[src/rtl/gvc_pkg.sv]
// Shared constants, codes and controller/datapath interface types for the vertex cover engine.
`timescale 1ns / 1ps
`default_nettype none

package gvc_pkg;

    localparam int MAX_VERTICES = 32;
    localparam int VW           = $clog2(MAX_VERTICES);
    localparam int MAX_EDGES    = 64;
    localparam int EIW          = $clog2(MAX_EDGES);
    localparam int ECW          = $clog2(MAX_EDGES + 1);
    localparam int EDGE_W       = 2 * VW;
    localparam int VCW          = 6;
    localparam int SIZE_W       = 6;
    localparam int SEED_W       = 16;
    localparam int APB_AW       = 3;
    localparam int APB_DW       = 32;

    localparam logic [SEED_W-1:0] LFSR_TAPS    = 16'hB400;
    localparam logic [VCW-1:0]    VCOUNT_RESET = 6'd32;
    localparam logic [SEED_W-1:0] SEED_RESET   = 16'd1;

    // Register indexes, taken from paddr[2].
    localparam logic REG_VERTEX_COUNT = 1'b0;
    localparam logic REG_TIE_SEED     = 1'b1;

    typedef enum logic [1:0] {
        ST_STORED = 2'd0,
        ST_RANGE  = 2'd1,
        ST_FULL   = 2'd2,
        ST_DONE   = 2'd3
    } t_status;

    typedef enum logic [2:0] {
        S_IDLE,
        S_FIRST,
        S_FIRST_W,
        S_COUNT,
        S_DECIDE,
        S_MARK,
        S_FINISH
    } t_state;

    typedef struct packed {
        logic store_edge;
        logic run_start;
        logic walk;
        logic walk_init;
        logic cap_first;
        logic count_en;
        logic decide;
        logic mark_en;
        logic finish;
    } t_dp_cmd;

    typedef struct packed {
        logic empty;
        logic walk_end;
        logic found;
    } t_dp_stat;

endpackage

`default_nettype wire

[src/rtl/gvc_dp.sv]
// Datapath: edge store, covered flags, degree counters, tie LFSR and result registers.
`timescale 1ns / 1ps
`default_nettype none

module gvc_dp (
    input  wire logic                      i_clk,
    input  wire logic                      i_rst_n,
    input  wire gvc_pkg::t_dp_cmd          i_cmd,
    input  wire logic [gvc_pkg::VW-1:0]    i_vertex_u,
    input  wire logic [gvc_pkg::VW-1:0]    i_vertex_v,
    input  wire logic [gvc_pkg::VCW-1:0]   i_limit,
    input  wire logic [gvc_pkg::SEED_W-1:0] i_seed,
    output gvc_pkg::t_dp_stat              o_stat,
    output logic                           o_result_valid,
    output logic [1:0]                     o_status,
    output logic [gvc_pkg::MAX_VERTICES-1:0] o_cover_mask,
    output logic [gvc_pkg::SIZE_W-1:0]     o_cover_size,
    output logic [gvc_pkg::ECW-1:0]        o_edge_count
);
    import gvc_pkg::*;

    // The top bit of each entry is its covered flag. An add writes it clear, so a new run
    // needs no clearing pass over the store.
    logic [EDGE_W:0]         r_edge_mem [MAX_EDGES];
    logic [EDGE_W:0]         r_rd_data;
    logic [ECW-1:0]          r_stored;
    logic [ECW-1:0]          r_idx;
    logic                    r_pipe_vld;
    logic [EIW-1:0]          r_pipe_idx;
    logic [VW-1:0]           r_u;
    logic [VW-1:0]           r_v;
    logic [VW-1:0]           r_sel;
    logic [ECW-1:0]          r_du;
    logic [ECW-1:0]          r_dv;
    logic                    r_found;
    logic [MAX_VERTICES-1:0] r_cover;
    logic [SIZE_W-1:0]       r_cover_size;
    logic [SEED_W-1:0]       r_lfsr;
    logic                    r_res_valid;
    t_status                 r_res_status;
    logic [MAX_VERTICES-1:0] r_res_mask;
    logic [SIZE_W-1:0]       r_res_size;
    logic [ECW-1:0]          r_res_count;

    logic              in_range;
    logic              full;
    logic              add_ok;
    logic              rd_en;
    logic              mark_wr;
    logic [VW-1:0]     pipe_u;
    logic [VW-1:0]     pipe_v;
    logic              pipe_live;
    logic              touch_u;
    logic              touch_v;
    logic              touch_s;
    logic [SEED_W-1:0] lfsr_nx;
    logic              tie;
    logic              pick_u;
    logic [VW-1:0]     sel_nx;

    assign in_range = ({1'b0, i_vertex_u} < i_limit) && ({1'b0, i_vertex_v} < i_limit);
    assign full     = (r_stored == ECW'(MAX_EDGES));
    assign add_ok   = i_cmd.store_edge && in_range && !full;
    assign rd_en    = i_cmd.walk && (r_idx != r_stored);

    assign pipe_u    = r_rd_data[VW-1:0];
    assign pipe_v    = r_rd_data[EDGE_W-1:VW];
    assign pipe_live = r_pipe_vld && !r_rd_data[EDGE_W];
    assign touch_u   = (pipe_u == r_u) || (pipe_v == r_u);
    assign touch_v   = (pipe_u == r_v) || (pipe_v == r_v);
    assign touch_s   = (pipe_u == r_sel) || (pipe_v == r_sel);
    assign mark_wr   = i_cmd.mark_en && pipe_live && touch_s;

    assign lfsr_nx = {1'b0, r_lfsr[SEED_W-1:1]} ^ (r_lfsr[0] ? LFSR_TAPS : '0);
    assign tie     = (r_du == r_dv);
    assign pick_u  = tie ? lfsr_nx[0] : (r_du > r_dv);
    assign sel_nx  = pick_u ? r_u : r_v;

    assign o_stat.empty    = (r_stored == '0);
    assign o_stat.walk_end = (r_idx == r_stored) && !r_pipe_vld;
    assign o_stat.found    = r_found;

    assign o_result_valid = r_res_valid;
    assign o_status       = r_res_status;
    assign o_cover_mask   = r_res_mask;
    assign o_cover_size   = r_res_size;
    assign o_edge_count   = r_res_count;

    always_ff @(posedge i_clk) begin
        if (add_ok) begin
            r_edge_mem[r_stored[EIW-1:0]] <= {1'b0, i_vertex_v, i_vertex_u};
        end else if (mark_wr) begin
            r_edge_mem[r_pipe_idx] <= {1'b1, r_rd_data[EDGE_W-1:0]};
        end
        if (rd_en) begin
            r_rd_data <= r_edge_mem[r_idx[EIW-1:0]];
        end
    end

    always_ff @(posedge i_clk) begin
        if (!i_rst_n) begin
            r_stored     <= '0;
            r_idx        <= '0;
            r_pipe_vld   <= 1'b0;
            r_pipe_idx   <= '0;
            r_u          <= '0;
            r_v          <= '0;
            r_sel        <= '0;
            r_du         <= '0;
            r_dv         <= '0;
            r_found      <= 1'b0;
            r_cover      <= '0;
            r_cover_size <= '0;
            r_lfsr       <= SEED_W'(1);
            r_res_valid  <= 1'b0;
            r_res_status <= ST_STORED;
            r_res_mask   <= '0;
            r_res_size   <= '0;
            r_res_count  <= '0;
        end else begin
            r_res_valid <= 1'b0;
            r_pipe_vld  <= rd_en;
            if (rd_en) begin
                r_pipe_idx <= r_idx[EIW-1:0];
                r_idx      <= r_idx + ECW'(1);
            end
            if (i_cmd.walk_init) begin
                r_idx   <= '0;
                r_du    <= '0;
                r_dv    <= '0;
                r_found <= 1'b0;
            end

            if (i_cmd.store_edge) begin
                r_res_valid <= 1'b1;
                r_res_mask  <= '0;
                r_res_size  <= '0;
                if (!in_range) begin
                    r_res_status <= ST_RANGE;
                    r_res_count  <= r_stored;
                end else if (full) begin
                    r_res_status <= ST_FULL;
                    r_res_count  <= r_stored;
                end else begin
                    r_res_status <= ST_STORED;
                    r_res_count  <= r_stored + ECW'(1);
                    r_stored     <= r_stored + ECW'(1);
                end
            end

            if (i_cmd.run_start) begin
                r_cover      <= '0;
                r_cover_size <= '0;
                r_lfsr       <= (i_seed != '0) ? i_seed : SEED_W'(1);
                r_idx        <= '0;
                r_found      <= 1'b0;
            end

            if (i_cmd.cap_first) begin
                r_u <= pipe_u;
                r_v <= pipe_v;
            end

            if (i_cmd.count_en && pipe_live) begin
                r_du <= r_du + ECW'(touch_u);
                r_dv <= r_dv + ECW'(touch_v);
            end

            if (i_cmd.decide) begin
                if (tie) begin
                    r_lfsr <= lfsr_nx;
                end
                r_sel          <= sel_nx;
                r_cover[sel_nx] <= 1'b1;
                if (!r_cover[sel_nx]) begin
                    r_cover_size <= r_cover_size + SIZE_W'(1);
                end
            end

            // The first edge left uncovered by this sweep becomes the next pass's pivot.
            if (i_cmd.mark_en && pipe_live && !touch_s && !r_found) begin
                r_found <= 1'b1;
                r_u     <= pipe_u;
                r_v     <= pipe_v;
            end

            if (i_cmd.finish) begin
                r_stored     <= '0;
                r_res_valid  <= 1'b1;
                r_res_status <= ST_DONE;
                r_res_mask   <= r_cover;
                r_res_size   <= r_cover_size;
                r_res_count  <= '0;
            end
        end
    end

endmodule

`default_nettype wire

[src/rtl/gvc_ctrl.sv]
// Controller state machine that sequences edge loads and the greedy cover passes.
`timescale 1ns / 1ps
`default_nettype none

module gvc_ctrl (
    input  wire logic              i_clk,
    input  wire logic              i_rst_n,
    input  wire logic              i_start,
    input  wire logic              i_operation,
    input  wire gvc_pkg::t_dp_stat i_stat,
    output gvc_pkg::t_dp_cmd       o_cmd,
    output logic                   o_busy
);
    import gvc_pkg::*;

    t_state r_state;
    t_state n_state;

    always_ff @(posedge i_clk) begin
        if (!i_rst_n) begin
            r_state <= S_IDLE;
        end else begin
            r_state <= n_state;
        end
    end

    assign o_busy = (r_state != S_IDLE);

    always_comb begin
        n_state = r_state;
        o_cmd   = '0;
        case (r_state)
            S_IDLE: begin
                if (i_start) begin
                    if (!i_operation) begin
                        o_cmd.store_edge = 1'b1;
                    end else begin
                        o_cmd.run_start = 1'b1;
                        n_state = i_stat.empty ? S_FINISH : S_FIRST;
                    end
                end
            end
            S_FIRST: begin
                o_cmd.walk = 1'b1;
                n_state    = S_FIRST_W;
            end
            S_FIRST_W: begin
                o_cmd.cap_first = 1'b1;
                o_cmd.walk_init = 1'b1;
                n_state         = S_COUNT;
            end
            S_COUNT: begin
                o_cmd.walk     = 1'b1;
                o_cmd.count_en = 1'b1;
                if (i_stat.walk_end) begin
                    n_state = S_DECIDE;
                end
            end
            S_DECIDE: begin
                o_cmd.decide    = 1'b1;
                o_cmd.walk_init = 1'b1;
                n_state         = S_MARK;
            end
            S_MARK: begin
                o_cmd.walk    = 1'b1;
                o_cmd.mark_en = 1'b1;
                if (i_stat.walk_end) begin
                    if (i_stat.found) begin
                        o_cmd.walk_init = 1'b1;
                        n_state         = S_COUNT;
                    end else begin
                        n_state = S_FINISH;
                    end
                end
            end
            S_FINISH: begin
                o_cmd.finish = 1'b1;
                n_state      = S_IDLE;
            end
            default: begin
                n_state = S_IDLE;
            end
        endcase
    end

endmodule

`default_nettype wire

[src/rtl/greedy_vertex_cover.sv]
// Top level of the greedy vertex cover engine: APB registers, controller and datapath.
// An add-edge transaction is accepted while idle; busy stays low, so adds run one per cycle
// and each result is strobed the cycle after acceptance.
// A compute transaction keeps busy high through up to n cover passes (n stored edges), or
// only through the finish step for an empty store; each pass is two sweeps over the edge
// store through its single read port. The result is strobed in the cycle busy falls.
// Results cannot be stalled. Synchronous active-low reset clears the store, sets
// vertex_count to 32 and tie_seed to 1.
`timescale 1ns / 1ps
`default_nettype none

module greedy_vertex_cover (
    input  wire logic                          i_clk,
    input  wire logic                          i_rst_n,
    input  wire logic                          psel,
    input  wire logic                          penable,
    input  wire logic                          pwrite,
    input  wire logic [gvc_pkg::APB_AW-1:0]    paddr,
    input  wire logic [gvc_pkg::APB_DW-1:0]    pwdata,
    output logic [gvc_pkg::APB_DW-1:0]         prdata,
    output logic                               pready,
    input  wire logic                          start,
    output logic                               busy,
    input  wire logic                          i_operation,
    input  wire logic [gvc_pkg::VW-1:0]        i_vertex_u,
    input  wire logic [gvc_pkg::VW-1:0]        i_vertex_v,
    output logic                               o_result_valid,
    output logic [1:0]                         o_status,
    output logic [gvc_pkg::MAX_VERTICES-1:0]   o_cover_mask,
    output logic [gvc_pkg::SIZE_W-1:0]         o_cover_size,
    output logic [gvc_pkg::ECW-1:0]            o_edge_count
);
    import gvc_pkg::*;

    logic [VCW-1:0]    r_vertex_count;
    logic [SEED_W-1:0] r_tie_seed;
    logic              cfg_wr;
    logic [VCW-1:0]    limit;
    t_dp_cmd           cmd;
    t_dp_stat          stat;

    assign pready = 1'b1;
    assign cfg_wr = psel && penable && pwrite;

    always_ff @(posedge i_clk) begin
        if (!i_rst_n) begin
            r_vertex_count <= VCOUNT_RESET;
            r_tie_seed     <= SEED_RESET;
        end else if (cfg_wr) begin
            case (paddr[2])
                REG_VERTEX_COUNT: r_vertex_count <= pwdata[VCW-1:0];
                REG_TIE_SEED:     r_tie_seed     <= pwdata[SEED_W-1:0];
                default:          r_tie_seed     <= r_tie_seed;
            endcase
        end
    end

    always_comb begin
        case (paddr[2])
            REG_VERTEX_COUNT: prdata = {{(APB_DW-VCW){1'b0}}, r_vertex_count};
            REG_TIE_SEED:     prdata = {{(APB_DW-SEED_W){1'b0}}, r_tie_seed};
            default:          prdata = '0;
        endcase
    end

    // Counts above the vertex capacity behave as the capacity.
    assign limit = (r_vertex_count > VCW'(MAX_VERTICES)) ? VCW'(MAX_VERTICES) : r_vertex_count;

    gvc_ctrl u_ctrl (
        .i_clk       (i_clk),
        .i_rst_n     (i_rst_n),
        .i_start     (start),
        .i_operation (i_operation),
        .i_stat      (stat),
        .o_cmd       (cmd),
        .o_busy      (busy)
    );

    gvc_dp u_dp (
        .i_clk          (i_clk),
        .i_rst_n        (i_rst_n),
        .i_cmd          (cmd),
        .i_vertex_u     (i_vertex_u),
        .i_vertex_v     (i_vertex_v),
        .i_limit        (limit),
        .i_seed         (r_tie_seed),
        .o_stat         (stat),
        .o_result_valid (o_result_valid),
        .o_status       (o_status),
        .o_cover_mask   (o_cover_mask),
        .o_cover_size   (o_cover_size),
        .o_edge_count   (o_edge_count)
    );

    // Busy only rises after a compute transaction was taken.
    a_busy_from_compute: assert property (@(posedge i_clk) disable iff (!i_rst_n)
        $rose(busy) |-> $past(start && i_operation))
        else $error("busy rose without a compute transaction");

    // A cover result appears exactly as the engine goes idle.
    a_done_on_fall: assert property (@(posedge i_clk) disable iff (!i_rst_n)
        (o_result_valid && (o_status == ST_DONE)) |-> $fell(busy))
        else $error("cover result without end of run");

    // An accepted add gets a non-cover result in the next cycle.
    a_add_result: assert property (@(posedge i_clk) disable iff (!i_rst_n)
        (start && !busy && !i_operation) |=> (o_result_valid && (o_status != ST_DONE)))
        else $error("add transaction produced no edge result");

endmodule

`default_nettype wire
[config.mk]
export PLATFORM = sky130hd
export DESIGN_NAME = greedy_vertex_cover
export DESIGN_NICKNAME = d
export VERILOG_FILES = /design/src/rtl/gvc_pkg.sv /design/src/rtl/gvc_dp.sv /design/src/rtl/gvc_ctrl.sv /design/src/rtl/greedy_vertex_cover.sv
export SDC_FILE = /design/constraint.sdc
export NUM_CORES = 1
export LEC_CHECK = 0
export BUFFER_PORTS_ARGS = -buffer_cell sky130_fd_sc_hd__clkbuf_2
export CORE_ASPECT_RATIO = 2
export CORE_MARGIN = 10
export CORE_UTILIZATION = 40
export CTS_CLUSTER_SIZE = 20
export DETAILED_ROUTE_END_ITERATION = 10
export PLACE_DENSITY = 0.61
export SYNTH_ARGS = -nofsm -noshare
export SYNTH_HDL_FRONTEND = slang
export SYNTH_SLANG_ARGS = --single-unit
[constraint.sdc]
create_clock -name i_clk -period 4.7 [get_ports i_clk]
set_clock_uncertainty 0.1 [all_clocks]
set_input_delay 0.47 -clock i_clk [delete_from_list [all_inputs] [get_ports i_clk]]
set_output_delay 0.47 -clock i_clk [all_outputs]
set_load 0.02 [all_outputs]
# --- Word level (Yosys, flattened, before mapping) ---
# Memories as Yosys holds them, arrays and structs flattened. A register that Yosys moved wholly into a read port is not among the register bits.
# Index checks and enable logic that the tools add are counted.
classes:
  addsub: 5
  n_lt_le_gt_ge: 6
  eq_ne: 20
  n_mux: 67
  bitwise_logic: 5
  n_reduce_logical: 39
ops:
  columns: ["cell", "n"]
  rows:
  - ["$mux W32", 5]
  - ["$mux W16", 5]
  - ["$pmux W32 S2", 1]
  - ["$mux W6", 7]
  - ["$or A32 B32 Y32", 1]
  - ["$eq A5 B5 Y1", 6]
  - ["$mux W5", 5]
  - ["$mux W1", 24]
  - ["$mux W7", 3]
  - ["$mux W3", 6]
  - ["$pmux W3 S6", 1]
  - ["$reduce_bool A16 Y1", 1]
  - ["$xor A15 B16 Y16", 1]
  - ["$add A7 B1 Y7", 2]
  - ["$add A7 B1 Y7 const B", 2]
  - ["$eq A7 B7 Y1", 2]
  - ["$logic_and A1 B1 Y1", 14]
  - ["$lt A5 B6 Y1", 2]
  - ["$mux W2", 6]
  - ["$mux W11", 1]
  - ["$reduce_or A11 Y1", 1]
  - ["$eq A3 B3 Y1 const B", 3]
  - ["$ne A2 B2 Y1 const B", 4]
  - ["$eq A7 B7 Y1 const B", 1]
  - ["23 further kinds", 38]
totals:
  regBits: 171
  mem_bits_rw: 704
  input_bits: 52
  out_inout_bits: 82
  word_cells: 163
  memories: 1
memory_table:
  columns: ["memory", "words", "word_bits", "rd", "rd_clocked_by_memory_dff", "write_ports", "line", "source"]
  rows:
  - ["u_dp.r_edge_mem", 64, 11, 1, 1, 1, "gvc_dp.sv:24", "logic [EDGE_W:0] r_edge_mem [MAX_EDGES];"]

# --- Logic depth before layout (Yosys ltp) ---
# Gate-level depths: netlist (run 1).
depth:
  depth_word: 10
  depth_mapped: 13

# --- Hierarchy ---
# From an unflattened synthesis (run 1), not the netlist that was laid out.
hier_totals:
  hier_cells: 2201
  hier_area_um2: 36623.9
modules_own_cells:
  columns: ["module", "n_inst", "cells_per_inst", "area_each_um2", "seq_area_each_um2"]
  rows:
  - ["gvc_dp", 1, 2021, 35058.6, 24393.4]
  - ["greedy_vertex_cover", 1, 136, 1221.2, 440.4]
  - ["gvc_ctrl", 1, 44, 344.1, 60.1]

# --- Least setup slack after synthesis (run 1) ---
# OpenSTA, ideal clock, no wires.
synth_timing:
  kind: "reg-to-reg"
  from: "register u_dp.r_rd_data[8] (read register of u_dp.r_edge_mem)"
  to: "memory u_dp.r_edge_mem[0][1] (netlist bit) (data pin)"
  arrival_ns: 3.614
  path_slack_ns: 0.631
  path_stages_with_launch: 10
  n_path_buf: 2
  synth_period_minus_slack_ns: 4.069
  path_cell_list: "edfxtp_1 > clkbuf_1 > xnor2_1 > nand3_1 > o31ai_1 > nand3_1 > inv_1 > buf_1 > nand2_1 > nand2_1"
synth_via:
  elab_chain_len: 8
synth_rtl:
  columns: ["item", "line", "source"]
  rows:
  - ["start: declaration", "gvc_dp.sv:25", "logic [EDGE_W:0] r_rd_data;"]
  - ["$eq A5 B5 Y1", "gvc_dp.sv:71", "assign touch_s = (pipe_u == r_sel) || (pipe_v == r_sel);"]
  - ["$logic_or A1 B1 Y1", "gvc_dp.sv:71", null]
  - ["$logic_and A1 B1 Y1", "gvc_dp.sv:72", "assign mark_wr = i_cmd.mark_en && pipe_live && touch_s;"]
  - ["$mux W1", "gvc_dp.sv:92", "end else if (mark_wr) begin"]
  - ["$mux W1", "gvc_dp.sv:90", "if (add_ok) begin"]
  - ["$mux W1 (implied by the code)", "gvc_dp.sv:93", "r_edge_mem[r_pipe_idx] <= {1'b1, r_rd_data[EDGE_W-1:0]};"]
  - ["$reduce_or A11 Y1 (no line)", null, null]
  - ["$mux W11 (no line)", null, null]
  - ["end: declaration", "gvc_dp.sv:24", null]
# Every way passes these cells.

# --- Final worst setup path (run 1) ---
layout_timing:
  from: "register u_dp.r_rd_data[9] (read register of u_dp.r_edge_mem)"
  to: "memory u_dp.r_edge_mem[0][8] (netlist bit) (enable)"
layout_via:
  elab_chain_len: 8
  elab_cells_between_ends: 9
  cone_classes: "eq/ne (1); mux (5); reduce/logical (3)"
layout_rtl:
  columns: ["item", "line"]
  rows:
  - ["$eq A5 B5 Y1 *", "gvc_dp.sv:71"]
  - ["$logic_or A1 B1 Y1 *", "gvc_dp.sv:71"]
  - ["$logic_and A1 B1 Y1 *", "gvc_dp.sv:72"]
  - ["$mux W1 *", "gvc_dp.sv:92"]
  - ["$mux W1 *", "gvc_dp.sv:90"]
  - ["$mux W1 (implied by the code) *", "gvc_dp.sv:93"]
  - ["$reduce_or A11 Y1 (no line)", null]
  - ["$mux W6 (no line) or $mux W1 (tied branches)", null]
# Mark *: on every way between the ends. The rest lies on a longest branch, timed or not.

==> summary.txt, run 1 <==
ROUTE
----------------------------------------------------------------------------------------
Antenna-violating nets left                                                            0
Routed WL                                                                       89500 um
Via-per-instance ratio                                                              5.53
Drt initial violations                                                              1544
Detail-routed net length per standard cell                                       24.7 um
Post-detailed-route DRC marker count                                                   0
DR vias                                                                            20010
DR pass1 iterations                                                                    5

STA
----------------------------------------------------------------------------------------
Setup Viol. Count Final                                                                0
RSZ-0062 raised after global routing                                               false
Number of max-slew violations in the final report                                      0
Slew HR                                                                            36.0%
Period minus WS final                                                            4.10 ns
Portion of the clock cycle consumed by the worst path in the final layout          87.2%
Maximum clock rate                                                               244 MHz
Final hold violation count                                                             0
Actual slew at the worst max-slew pin                                           0.956 ns
Total negative slack                                                                0 ns

SETUP PATH
----------------------------------------------------------------------------------------
Worst endpoint data arrival time                                                 4.33 ns
Minimum setup slack among reg-to-reg paths                                       0.60 ns
Crit Path Category                                                          register to register
CP Data Required Time                                                            4.93 ns
Worst-path maximum fanout                                                             26
Capturing element type of the critical path                                     register
Capture instance of the worst register-to-register path                     u_dp.r_edge_mem[0][8]$_DFFE_PP_
Sort of element at the start of the critical path                               register
Start of the worst register-to-register path                                u_dp.r_rd_data[9]$_DFFE_PP_
Cell count of the worst reg-to-reg path                                               10

FLOORPLANNING
----------------------------------------------------------------------------------------
Area of the die                                                               103000 um2
# rows                                                                               155
Floorplan die height                                                              445 um
Horizontal die dimension                                                          232 um
Total I/O pin count                                                                  134
Initial Utilization                                                                40.4%
Core area                                                                      89400 um2

SYNTH
----------------------------------------------------------------------------------------
Cell area after technology mapping                                             36100 um2
Number of enable-type register cells in the synthesized netlist                      715
Mean instance size in the synthesized netlist                                   16.3 um2
Share of Yosys cell area claimed by the top area cell type                         59.4%
Sequential area share after synthesis                                              68.9%
Adder-cell share of the synthesized area                                          0.797%
Post-synthesis instance total                                                       2219
Ranking of synthesized cells by area                                        sky130_fd_sc_hd__edfxtp_1 59%, sky130_fd_sc_hd__mux4_2 15%, sky130_fd_sc_hd__dfxtp_1 9.5%
Async SR Flop Fraction                                                                0%
Number of synthesized register bits                                                  886
Fraction of synthesized area in multiplexers                                       15.8%
XOR/XNOR Fraction of Synth Area                                                    1.24%
Cell type with the largest total area after synthesis                       sky130_fd_sc_hd__edfxtp_1
Largest family of logic cells by synthesized area                           multiplexers
Post-synth cell types                                                                 72
Simple-gate share of the synthesized area                                          7.05%
Flip-flop cell with the highest count after synthesis                       sky130_fd_sc_hd__edfxtp_1
Yosys warnings                                                                         0
Share of the synthesized area in compound gates (AO/OA/AOI/OAI)                    4.09%

WORST HOLD PATH
----------------------------------------------------------------------------------------
Hold path depth                                                                        3
Hold_sp                                                                            start
Worst Hold Class                                                            input pin to register
Hold Crit Endpoint                                                          u_ctrl.r_state[0]$_SDFFE_PN0P_

CELLS AND AREA
----------------------------------------------------------------------------------------
Ratio of cells with drive above 1 in the final layout                              24.8%
Diodes inserted                                                                        0
Net count of the finished layout                                                    2458
Area of the multi-input gates                                                  10600 um2
Synthesis-to-finish area growth                                                    14.1%
Final std cells w/o fill                                                            3621
Storage element area                                                           24900 um2
Most common library cell in the layout ignoring fill and taps               sky130_fd_sc_hd__edfxtp_1
Fillers                                                                             7559
Most frequent cells in the layout                                           715 x sky130_fd_sc_hd__edfxtp_1, 239 x sky130_fd_sc_hd__mux4_2, 200 x sky130_fd_sc_hd__nand2_1

POWER
----------------------------------------------------------------------------------------
Peak supply drop                                                              0.000297 V
Pwr Total                                                                        17.0 mW
Leakage                                                                          13.2 nW
Pwr/cell area                                                                 412 nW/um2

CTS
----------------------------------------------------------------------------------------
Clock-pin slew on the worst setup and hold paths                                 0.07 ns
Number of buffers created by CTS                                                      75
PostCTS Resize Cnt                                                                     0
Sink count of the clock tree                                                         886
H-tree depth                                                                           3
CTS Buffer Depth                                                                       3
Post-CTS Hold Buffers                                                                 16
Clock root buffer                                                           sky130_fd_sc_hd__clkbuf_16
Clock latency reported for the late side of the worst-skew pair                  0.65 ns
Number of buffers inserted to repair setup after CTS                                   0
TritonCTS clock tree                                                                done

PLACED DESIGN
----------------------------------------------------------------------------------------
Cell count after placement                                                          3467
Gpl congestion                                                                     0.886
DPL Wire Length                                                                 62500 um
Number of buffer cells added on primary ports                                         98

GLOBAL ROUTING
----------------------------------------------------------------------------------------
Gr usage total                                                                     17.3%
First-pass GRT wire length                                                     135000 um
Remaining Overflow, GRT                                                                0
Vias in the first global route                                                     21043
Pin count of the biggest net entering global routing                                  65
Number of antenna violations at the first check in global routing                      1

RUN STATUS
----------------------------------------------------------------------------------------
Outcome                                                                     complete, no violations

FLOW RUN
----------------------------------------------------------------------------------------
Maxcap violations                                                                      0

cells in the mapped netlist (all sizes together), types with 3 or more instances:
master,n
and3,6
o221ai,4
a21o,5
mux2,5
clkbuf,106
mux2i,26
or2,5
inv,24
nand2b,16
dfxtp,171
a21oi,88
or3b,3
edfxtp,715
nor3,22
o31ai,4
nand3,83
o211ai,6
a21boi,3
nor4,9
nor2,166
a211oi,15
buf,50
nand4,7
a22oi,14
and2,13
nor3b,5
ha,23
clkinv,3
mux4,239
xnor2,25
a311oi,8
xor2,26
nand2,210
o21ai,62
nand3b,5
or3,9
a31oi,9
cell type report:
| class | instances | share of cell area, % |
|---|---|---|
| clock inverters | 44 | 1.42 |
| repair buffers | 228 | 3.93 |
| well taps | 1177 | 3.57 |
| multi-input cells | 1165 | 25.6 |
| inverters | 27 | 0.249 |
| flip-flops and latches | 886 | 60.4 |
| clock buffers | 94 | 4.81 |
metrics by stage:
stage	cell area (um2)	setup slack [ns]	hold WS, ns	utilization (%)
2_1_floorplan	36200	0.631	0.336	-
3_3_place_gp	38500	0.639	0.343	43.1
3_5_place_dp	38500	0.625	0.354	43.1
4_1_cts	41200	0.689	0.0437	46.1
5_1_grt	41200	0.361	0.0889	46.1
6_report	41200	0.601	0.0850	46.1
critical path, cell delays in order (launching register included):
cell and delay, ns:
sky130_fd_sc_hd__edfxtp_1 0.55, sky130_fd_sc_hd__xnor2_1 0.23, sky130_fd_sc_hd__nand3_1 0.09, sky130_fd_sc_hd__o31ai_1 0.65
sky130_fd_sc_hd__nand3_1 0.14, sky130_fd_sc_hd__buf_4 0.27, sky130_fd_sc_hd__mux2i_1 0.56, sky130_fd_sc_hd__nand2b_1 0.20
sky130_fd_sc_hd__nand2b_1 0.46, sky130_fd_sc_hd__nor2_1 0.26, sky130_fd_sc_hd__buf_4 0.25
cell families (layout without fill, tap and decap cells):
group | after synthesis | in the layout
AO/OA/AOI/OAI | 236 | 236
XOR/XNOR | 51 | 51
adder cells (fa/ha/maj) | 23 | 23
buffers and inverters | 183 | 393
flip-flops | 886 | 886
multiplexers | 270 | 270
other | 2 | 17
AND/OR/NAND/NOR | 568 | 568
power breakdown:
part	switching, mW	leakage (nW)	internal [mW]
clock	2.88	1.23	3.65
combinational	1.03	4.12	0.595
sequential	0.212	7.82	8.59
total	4.12	13.2	12.8
routing by layer:
metal | vias up | wire [um] | global-route usage (%)
li1 | 8916 | - | -
met1 | 10333 | 29100 | 17.0
met2 | 575 | 51800 | 33.9
met3 | 184 | 3970 | 2.75
met4 | 2 | 4540 | 8.71
met5 | - | 13 | 0
flip-flops by register name, summed over array words and instances, names as in the netlist, 7 cells and up:
register           cells
u_dp.r_du              7
u_dp.o_cover_mask     32
u_dp.r_idx             7
u_dp.r_rd_data        11
u_dp.r_stored          7
u_dp.r_edge_mem      704
u_dp.r_dv              7
u_dp.r_lfsr           16
r_tie_seed            16
u_dp.r_cover          32
worst max-delay path by stage:
stage / start / endpoint / slack (ns)
2_1_floorplan: u_dp.r_rd_data[8]$_DFFE_PP_ / u_dp.r_edge_mem[0][1]$_DFFE_PP_ / 0.63
3_3_place_gp: i_vertex_u[0] / u_dp.r_edge_mem[18][2]$_DFFE_PP_ / 0.64
5_1_grt: r_vertex_count[5]$_SDFFE_PN1P_ / u_dp.r_edge_mem[54][7]$_DFFE_PP_ / 0.36
6_report: u_dp.r_rd_data[9]$_DFFE_PP_ / u_dp.r_edge_mem[0][8]$_DFFE_PP_ / 0.60
3_5_place_dp: i_vertex_u[0] / u_dp.r_edge_mem[18][2]$_DFFE_PP_ / 0.62
4_1_cts: u_dp.r_dv[4]$_SDFFE_PN0P_ / u_dp.r_cover_size[5]$_SDFF_PN0_ / 0.69
Note: power is estimated with default switching activity, not from simulation.
==> inputs of run 2 (changes only) <==
--- a/config.mk
+++ b/config.mk
@@ -8,10 +8,10 @@
 export BUFFER_PORTS_ARGS = -buffer_cell sky130_fd_sc_hd__clkbuf_2
 export CORE_ASPECT_RATIO = 2
 export CORE_MARGIN = 10
-export CORE_UTILIZATION = 40
+export CORE_UTILIZATION = 45
 export CTS_CLUSTER_SIZE = 20
 export DETAILED_ROUTE_END_ITERATION = 10
-export PLACE_DENSITY = 0.61
+export PLACE_DENSITY = 0.66
 export SYNTH_ARGS = -nofsm -noshare
 export SYNTH_HDL_FRONTEND = slang
 export SYNTH_SLANG_ARGS = --single-unit
==> summary.txt, run 2 (synthesis gave the netlist of run 1 again) <==
CELLS AND AREA
----------------------------------------------------------------------------------------
Register with the highest flop count                                        u_dp.r_edge_mem   unchanged
Most frequent cells in the layout                                           715 x sky130_fd_sc_hd__edfxtp_1, 239 x sky130_fd_sc_hd__mux4_2, 200 x sky130_fd_sc_hd__nand2_1   unchanged
Largest register FFs                                                                 704   unchanged
Synthesis-to-finish area growth                                                    13.0%   was 14.1%
Area of the multi-input gates                                                  10600 um2   unchanged
Storage element area                                                           24900 um2   unchanged
Most common library cell in the layout ignoring fill and taps               sky130_fd_sc_hd__edfxtp_1   unchanged
Ratio of cells with drive above 1 in the final layout                              24.4%   was 24.8%
Diodes inserted                                                                        0   unchanged
Fillers                                                                             6403   was 7559
Net count of the finished layout                                                    2450   was 2458

WORST HOLD PATH
----------------------------------------------------------------------------------------
Hold Crit Endpoint                                                          u_ctrl.r_state[0]$_SDFFE_PN0P_   unchanged
Hold_sp                                                                            start   unchanged
Worst Hold Class                                                            input pin to register   unchanged
Hold path depth                                                                        3   unchanged

SETUP PATH
----------------------------------------------------------------------------------------
Capture instance of the worst register-to-register path                     u_dp.r_edge_mem[51][6]$_DFFE_PP_   was u_dp.r_edge_mem[0][8]$_DFFE_PP_
Family of cells with the greatest summed delay on the critical path         simple AND/OR/NAND/NOR gates   unchanged
Worst-path maximum fanout                                                             16   was 26
Cell count of the worst reg-to-reg path                                               11   was 10
Sort of element at the start of the critical path                               register   unchanged
Minimum setup slack among reg-to-reg paths                                       0.72 ns   was 0.60 ns
CP Data Required Time                                                            4.94 ns   was 4.93 ns
Start of the worst register-to-register path                                u_dp.r_rd_data[5]$_DFFE_PP_   was u_dp.r_rd_data[9]$_DFFE_PP_
Series of cell instances along the critical path                            xnor2_1 > nand3_1 > o31ai_1 > nand3_1 > buf_4 > nor3b_1 > a31oi_1 > or2_2 > nand2b_1 > nor2_1 > buf_4   was xnor2_1 > nand3_1 > o31ai_1 > nand3_1 > buf_4 > mux2i_1 > nand2b_1 > nand2b_1 > nor2_1 > buf_4
Critical path's slowest cell                                                sky130_fd_sc_hd__o31ai_1   unchanged
Buffer and inverter count on the worst path                                            2   unchanged
Longest individual stage delay on the worst path                                 0.57 ns   was 0.65 ns
Worst endpoint data arrival time                                                 4.22 ns   was 4.33 ns
Capturing element type of the critical path                                     register   unchanged
Crit Path Category                                                          register to register   unchanged

ROUTE
----------------------------------------------------------------------------------------
Highest metal used                                                                  met4   was met5
Detail-routed net length per standard cell                                       24.8 um   was 24.7 um
Antenna-violating nets left                                                            0   unchanged
Via-per-instance ratio                                                              5.70   was 5.53
Post-detailed-route DRC marker count                                                   0   unchanged
Met2 WL                                                                         47900 um   was 51800 um
DRT met1 WL                                                                     27900 um   was 29100 um
Routed WL                                                                       85800 um   was 89500 um
Drt initial violations                                                              1568   was 1544
DR pass1 iterations                                                                    8   was 5
Met3 layer wire length in the routed design                                      4660 um   was 3970 um
DR vias                                                                            19756   was 20010

GLOBAL ROUTING
----------------------------------------------------------------------------------------
First-pass GRT wire length                                                     129000 um   was 135000 um
Pin count of the biggest net entering global routing                                  65   unchanged
Gr usage total                                                                     18.7%   was 17.3%
Remaining Overflow, GRT                                                                0   unchanged
Vias in the first global route                                                     20943   was 21043
Number of antenna violations at the first check in global routing                      0   was 1

FLOW RUN
----------------------------------------------------------------------------------------
Maxcap violations                                                                      0   unchanged

POWER
----------------------------------------------------------------------------------------
Leakage                                                                          13.1 nW   was 13.2 nW
Pwr/cell area                                                                 402 nW/um2   was 412 nW/um2
Pwr Total                                                                        16.4 mW   was 17.0 mW
Peak supply drop                                                              0.000245 V   was 0.000297 V

CTS
----------------------------------------------------------------------------------------
CTS Buffer Depth                                                                       3   unchanged
TritonCTS clock tree                                                                done   unchanged
Sink count of the clock tree                                                         886   unchanged
Clock-pin slew on the worst setup and hold paths                                 0.07 ns   about the same
Clock latency reported for the late side of the worst-skew pair                  0.64 ns   was 0.65 ns
Number of buffers inserted to repair setup after CTS                                   0   unchanged
PostCTS Resize Cnt                                                                     0   unchanged
Number of buffers created by CTS                                                      71   was 75
Post-CTS Hold Buffers                                                                 16   unchanged
Clock root buffer                                                           sky130_fd_sc_hd__clkbuf_16   unchanged
H-tree depth                                                                           3   unchanged

FLOORPLANNING
----------------------------------------------------------------------------------------
Area of the die                                                                92700 um2   was 103000 um2
# rows                                                                               146   was 155
Horizontal die dimension                                                          220 um   was 232 um
Floorplan die height                                                              421 um   was 445 um
Initial Utilization                                                                45.4%   was 40.4%
Core area                                                                      79500 um2   was 89400 um2
Total I/O pin count                                                                  134   unchanged

STA
----------------------------------------------------------------------------------------
Portion of the clock cycle consumed by the worst path in the final layout          84.7%   was 87.2%
Final hold violation count                                                             0   unchanged
Total negative slack                                                                0 ns   unchanged
Slew HR                                                                            39.4%   was 36.0%
Setup Viol. Count Final                                                                0   unchanged
Actual slew at the worst max-slew pin                                           0.906 ns   was 0.956 ns
Period minus WS final                                                            3.98 ns   was 4.10 ns
Number of max-slew violations in the final report                                      0   unchanged
Maximum clock rate                                                               251 MHz   was 244 MHz
RSZ-0062 raised after global routing                                               false   unchanged

PLACED DESIGN
----------------------------------------------------------------------------------------
Gpl congestion                                                                     0.920   was 0.886
DPL Wire Length                                                                 60200 um   was 62500 um
Number of buffer cells added on primary ports                                         98   unchanged

RUN STATUS
----------------------------------------------------------------------------------------
Outcome                                                                     complete, no violations   unchanged

-- run 2: cell count changes in the layout (fill, tap and decap cells not counted), moves of 2 or more --
cell                         change
sky130_fd_sc_hd__clkinv_2        +2
sky130_fd_sc_hd__clkbuf_8        +2
sky130_fd_sc_hd__bufinv_16       -5
sky130_fd_sc_hd__clkbuf_1        -3
sky130_fd_sc_hd__buf_12          +5
sky130_fd_sc_hd__clkbuf_16       -4
sky130_fd_sc_hd__clkinvlp_4      -2
sky130_fd_sc_hd__buf_4           -9
-- run 2: through the flow --
step,util (%),instance area (um2),worst slack [ns],std cells,hold WS [ns]
after floorplan,-,36200,0.631,2234,0.336
after global placement,48.3,38300,0.752,3322,0.355
after detailed placement,48.3,38300,0.722,3322,0.359
after CTS,51.3,40800,0.746,3464,0.0742
after global routing,51.3,40800,0.508,3464,0.103
final,51.3,40800,0.717,3464,0.106
-- run 2: worst max-delay path by stage --
stage / to / start / depth (start not counted) / slack, ns
2_1_floorplan: u_dp.r_edge_mem[0][1]$_DFFE_PP_ / u_dp.r_rd_data[8]$_DFFE_PP_ / 9 / 0.63
3_3_place_gp: u_dp.r_edge_mem[49][0]$_DFFE_PP_ / i_vertex_u[0] / 12 / 0.75
3_5_place_dp: u_dp.r_edge_mem[48][7]$_DFFE_PP_ / i_vertex_u[0] / 12 / 0.72
4_1_cts: u_dp.r_edge_mem[51][6]$_DFFE_PP_ / u_dp.r_rd_data[5]$_DFFE_PP_ / 11 / 0.75
5_1_grt: u_dp.r_edge_mem[49][5]$_DFFE_PP_ / r_vertex_count[5]$_SDFFE_PN1P_ / 13 / 0.51
6_report: u_dp.r_edge_mem[51][6]$_DFFE_PP_ / u_dp.r_rd_data[5]$_DFFE_PP_ / 11 / 0.72
-- run 2: final cells by class --
| class | instances | area share (%) |
|---|---|---|
| multi-input combinational | 1165 | 25.9 |
| clock buffer | 88 | 4.64 |
| sequential | 886 | 61.0 |
| inverter | 27 | 0.251 |
| tap | 1036 | 3.18 |
| timing repair buffer | 224 | 4.05 |
| clock inverter | 38 | 0.981 |
-- run 2: metal layers --
metal / global-route usage [%] / up-vias
met3: 3.44 / 172
met5: 0 / -
met1: 18.4 / 10104
met4: 11.4 / 0
li1: - / 8892
met2: 35.1 / 588
-- run 2: where the power goes --
group          internal (mW)  leakage (nW)  switching, mW  total (mW)
registers               8.59          7.82          0.225        8.82
logic                  0.599          4.12           1.02        1.62
clock network           3.23          1.11           2.74        5.97
-- run 2: worst reg2reg max path, delay by kind of cell, from the launching register on --
kind	cells	cell delay (ns)
AOI/OAI and AO/OA	2	0.65
xor gates and xnor gates	1	0.21
buffers and inverters	2	0.53
DFF	1	0.51
and+or+nand+nor	6	1.69
==> inputs of run 3 (changes only) <==
--- a/config.mk
+++ b/config.mk
@@ -5,6 +5,7 @@
 export SDC_FILE = /design/constraint.sdc
 export NUM_CORES = 1
 export LEC_CHECK = 0
+export ABC_AREA = 1
 export BUFFER_PORTS_ARGS = -buffer_cell sky130_fd_sc_hd__clkbuf_2
 export CORE_ASPECT_RATIO = 2
 export CORE_MARGIN = 10
==> constraint.sdc (replaced) <==
create_clock -name i_clk -period 4 [get_ports i_clk]
set_clock_uncertainty 0.1 [all_clocks]
set_input_delay 0.4 -clock i_clk [delete_from_list [all_inputs] [get_ports i_clk]]
set_output_delay 0.4 -clock i_clk [all_outputs]
set_load 0.02 [all_outputs]
==> summary.txt, run 3 <==
RUN STATUS
----------------------------------------------------------------------------------------
Outcome                                                                     complete, no violations   unchanged

ROUTE
----------------------------------------------------------------------------------------
DR vias                                                                            25674   was 19756
Antenna-violating nets left                                                            0   unchanged
Detail-routed net length per standard cell                                       22.2 um   was 24.8 um
Via-per-instance ratio                                                              5.72   was 5.70
Drt initial violations                                                              1907   was 1568
Routed WL                                                                       99700 um   was 85800 um
DR pass1 iterations                                                                    5   was 8
Post-detailed-route DRC marker count                                                   0   unchanged

CTS
----------------------------------------------------------------------------------------
Clock root buffer                                                           sky130_fd_sc_hd__clkbuf_16   unchanged
TritonCTS clock tree                                                                done   unchanged
Clock-pin slew on the worst setup and hold paths                                 0.07 ns   about the same
Sink count of the clock tree                                                         886   unchanged
H-tree depth                                                                           3   unchanged
Number of buffers inserted to repair setup after CTS                                   0   unchanged
CTS Buffer Depth                                                                       3   unchanged
Clock latency reported for the late side of the worst-skew pair                  0.64 ns   about the same
Number of buffers created by CTS                                                      72   was 71
PostCTS Resize Cnt                                                                     0   unchanged

SETUP PATH
----------------------------------------------------------------------------------------
Series of cell instances along the critical path                            inv_2 > nand2_1 > ha_1 > a21oi_1 > o221ai_1 > nand2_1 > nand2_1 > a21oi_2 > nand2_1 > inv_2 > nor2_1 > inv_2 > nand4_1 > nor2_1 > buf_4   was xnor2_1 > nand3_1 > o31ai_1 > nand3_1 > buf_4 > nor3b_1 > a31oi_1 > or2_2 > nand2b_1 > nor2_1 > buf_4
Crit Path Category                                                          register to register   unchanged
Worst endpoint data arrival time                                                 3.97 ns   was 4.22 ns
Family of cells with the greatest summed delay on the critical path         simple AND/OR/NAND/NOR gates   unchanged
Worst-path maximum fanout                                                             11   was 16
Sort of element at the start of the critical path                               register   unchanged
Longest individual stage delay on the worst path                                 0.41 ns   was 0.57 ns
Crit-path most repeated cell                                                sky130_fd_sc_hd__nand2_1
CP Data Required Time                                                            4.24 ns   was 4.94 ns
Critical path's slowest cell                                                sky130_fd_sc_hd__nand4_1   was sky130_fd_sc_hd__o31ai_1
Buffer and inverter count on the worst path                                            4   was 2
Capturing element type of the critical path                                     register   unchanged

CELLS AND AREA
----------------------------------------------------------------------------------------
Ratio of cells with drive above 1 in the final layout                              12.1%   was 24.4%
Fillers                                                                             6920   was 6403
Largest register FFs                                                                 704   unchanged
Register with the highest flop count                                        u_dp.r_edge_mem   unchanged
Most common library cell in the layout ignoring fill and taps               sky130_fd_sc_hd__edfxtp_1   unchanged
Post-route cell area                                                           41300 um2   was 40800 um2
Synthesis-to-finish area growth                                                    13.8%   was 13.0%
Storage element area                                                           24900 um2   about the same
Net count of the finished layout                                                    3463   was 2450
Final core area utilization                                                        51.6%   was 51.3%
Most frequent cells in the layout                                           715 x sky130_fd_sc_hd__edfxtp_1, 482 x sky130_fd_sc_hd__nor2_1, 426 x sky130_fd_sc_hd__o21ai_0   was 715 x sky130_fd_sc_hd__edfxtp_1, 239 x sky130_fd_sc_hd__mux4_2, 200 x sky130_fd_sc_hd__nand2_1
Area of the multi-input gates                                                  10100 um2   was 10600 um2
Diodes inserted                                                                        0   unchanged

SYNTH
----------------------------------------------------------------------------------------
Post-synth cell types                                                                 55   was 72
Cell area after technology mapping                                             36300 um2   was 36100 um2
Mean instance size in the synthesized netlist                                   11.2 um2   was 16.3 um2
Most frequent cells after synthesis                                         715 x sky130_fd_sc_hd__edfxtp_1, 484 x sky130_fd_sc_hd__nor2_1, 434 x sky130_fd_sc_hd__o21ai_0   was 715 x sky130_fd_sc_hd__edfxtp_1, 239 x sky130_fd_sc_hd__mux4_2, 210 x sky130_fd_sc_hd__nand2_1
Share of Yosys cell area claimed by the top area cell type                         59.1%   was 59.4%
Number of synthesized register bits                                                  886   unchanged
Sequential area share after synthesis                                              68.5%   was 68.9%
Cell with the most instances after synthesis                                sky130_fd_sc_hd__edfxtp_1   unchanged
Number of enable-type register cells in the synthesized netlist                      715   unchanged
Cell type with the largest total area after synthesis                       sky130_fd_sc_hd__edfxtp_1   unchanged
Async SR Flop Fraction                                                                0%   unchanged
Ranking of synthesized cells by area                                        sky130_fd_sc_hd__edfxtp_1 59%, sky130_fd_sc_hd__dfxtp_1 9.4%, sky130_fd_sc_hd__o21ai_0 6.0%   was sky130_fd_sc_hd__edfxtp_1 59%, sky130_fd_sc_hd__mux4_2 15%, sky130_fd_sc_hd__dfxtp_1 9.5%
Post-synthesis instance total                                                       3251   was 2219
Flip-flop cell with the highest count after synthesis                       sky130_fd_sc_hd__edfxtp_1   unchanged
Yosys warnings                                                                         0   unchanged

FLOORPLANNING
----------------------------------------------------------------------------------------
Initial Utilization                                                                45.3%   was 45.4%
# rows                                                                               147   was 146
Area of the die                                                                93200 um2   was 92700 um2
Floorplan die height                                                              422 um   was 421 um
Total I/O pin count                                                                  134   unchanged
Horizontal die dimension                                                          221 um   was 220 um
Core area                                                                      80200 um2   was 79500 um2

GLOBAL ROUTING
----------------------------------------------------------------------------------------
Gr usage total                                                                     20.7%   was 18.7%
First-pass GRT wire length                                                     150000 um   was 129000 um
GR met3 Demand/Resource                                                            3.06%   was 3.44%
Pin count of the biggest net entering global routing                                 110   was 65
Remaining Overflow, GRT                                                                0   unchanged
Number of antenna violations at the first check in global routing                      0   unchanged
Vias in the first global route                                                     25158   was 20943
GRT busiest layer                                                                   met2   unchanged
Met1 usage                                                                         20.9%   was 18.4%
Met2 Usage GRT                                                                     38.4%   was 35.1%

STA
----------------------------------------------------------------------------------------
Final hold violation count                                                             0   unchanged
Maximum clock rate                                                               268 MHz   was 251 MHz
Slew HR                                                                            18.7%   was 39.4%
Number of max-slew violations in the final report                                      0   unchanged
Actual slew at the worst max-slew pin                                            1.22 ns   was 0.906 ns
Setup Viol. Count Final                                                                0   unchanged
Period minus WS final                                                            3.74 ns   was 3.98 ns
Portion of the clock cycle consumed by the worst path in the final layout          93.4%   was 84.7%
RSZ-0062 raised after global routing                                               false   unchanged

POWER
----------------------------------------------------------------------------------------
Leakage                                                                          14.4 nW   was 13.1 nW
Pwr/cell area                                                                 499 nW/um2   was 402 nW/um2
Pwr Total                                                                        20.6 mW   was 16.4 mW
Peak supply drop                                                              0.000322 V   was 0.000245 V

PLACED DESIGN
----------------------------------------------------------------------------------------
DPL Wire Length                                                                 65600 um   was 60200 um
Gpl congestion                                                                     0.942   was 0.920
Number of buffer cells added on primary ports                                         98   unchanged
Area after detailed placement                                                  38700 um2   was 38300 um2

WORST HOLD PATH
----------------------------------------------------------------------------------------
Worst Hold Class                                                            input pin to register   unchanged

FLOW RUN
----------------------------------------------------------------------------------------
Maxcap violations                                                                      0   unchanged

==> run 3: final cells by class <==
class | count | area share (%)
Multi-Input combinational cell | 2003 | 24.5
Clock inverter | 44 | 1.14
Tap cell | 1043 | 3.16
Inverter | 168 | 1.55
Clock buffer | 88 | 4.76
Timing Repair Buffer | 257 | 4.70
Sequential cell | 886 | 60.2
==> run 3: power breakdown <==
| part | internal, mW | switching (mW) | leakage (nW) |
|---|---|---|---|
| clock | 4.12 | 3.29 | 1.18 |
| combinational | 0.812 | 2.06 | 5.28 |
| sequential | 10.2 | 0.212 | 7.96 |
==> run 3: routing by layer <==
metal	vias up	share of wire, %
met3	264	5.5
met4	0	6.7
li1	11938	-
met2	1032	54
met1	12440	34
met5	-	0
==> run 3: worst paths after layout <==
kind                                                         start                                 end  slack, ns  depth (start not counted)
worst max-delay path                r_vertex_count[5]$_SDFFE_PN1P_    u_dp.r_edge_mem[13][3]$_DFFE_PP_       0.26                         15
worst min-delay path                                         start      u_ctrl.r_state[0]$_SDFFE_PN0P_       0.07                          5
worst max register to register      r_vertex_count[5]$_SDFFE_PN1P_    u_dp.r_edge_mem[13][3]$_DFFE_PP_       0.26                         15
worst min register to register  u_dp.o_cover_mask[10]$_SDFFE_PN0P_  u_dp.o_cover_mask[10]$_SDFFE_PN0P_       0.36                          2
==> run 3: what timing repair did <==
action / CTS / global route
hold endpoints to repair: 23 / 0
endpoints found under the setup margin: 0 / 0
hold buffers: 18 / 0
==> run 3: tightest hold or removal path, stage by stage <==
cell	delay, ns
sky130_fd_sc_hd__clkbuf_2	0.09
sky130_fd_sc_hd__nand2_1	0.09
sky130_fd_sc_hd__nand2_1	0.07
sky130_fd_sc_hd__o21ai_0	0.08
sky130_fd_sc_hd__nor2_1	0.04
==> run 3: metrics by stage <==
step                setup slack (ns)  hold slack (ns)  TNS, ns  std cells
finish                         0.264           0.0701        0       4489
global placement               0.411            0.347        0       4339
global route                   0.110            0.124        0       4489
detailed placement             0.299            0.353        0       4339
floorplan                     -0.767            0.341  -392.91       3266
CTS                            0.267           0.0361        0       4489
==> run 3: logic make-up after synthesis <==
| logic type | count (synthesis) | share of synthesized area (%) |
|---|---|---|
| AND/OR/NAND/NOR | 1077 | 12.1 |
| flip-flops | 886 | 68.5 |
| AO/OA/AOI/OAI | 858 | 13.8 |
| buffers and inverters | 377 | 4.14 |
| XOR/XNOR | 28 | 0.675 |
| adder cells (fa/ha/maj) | 23 | 0.792 |
| other | 2 | 0.0207 |
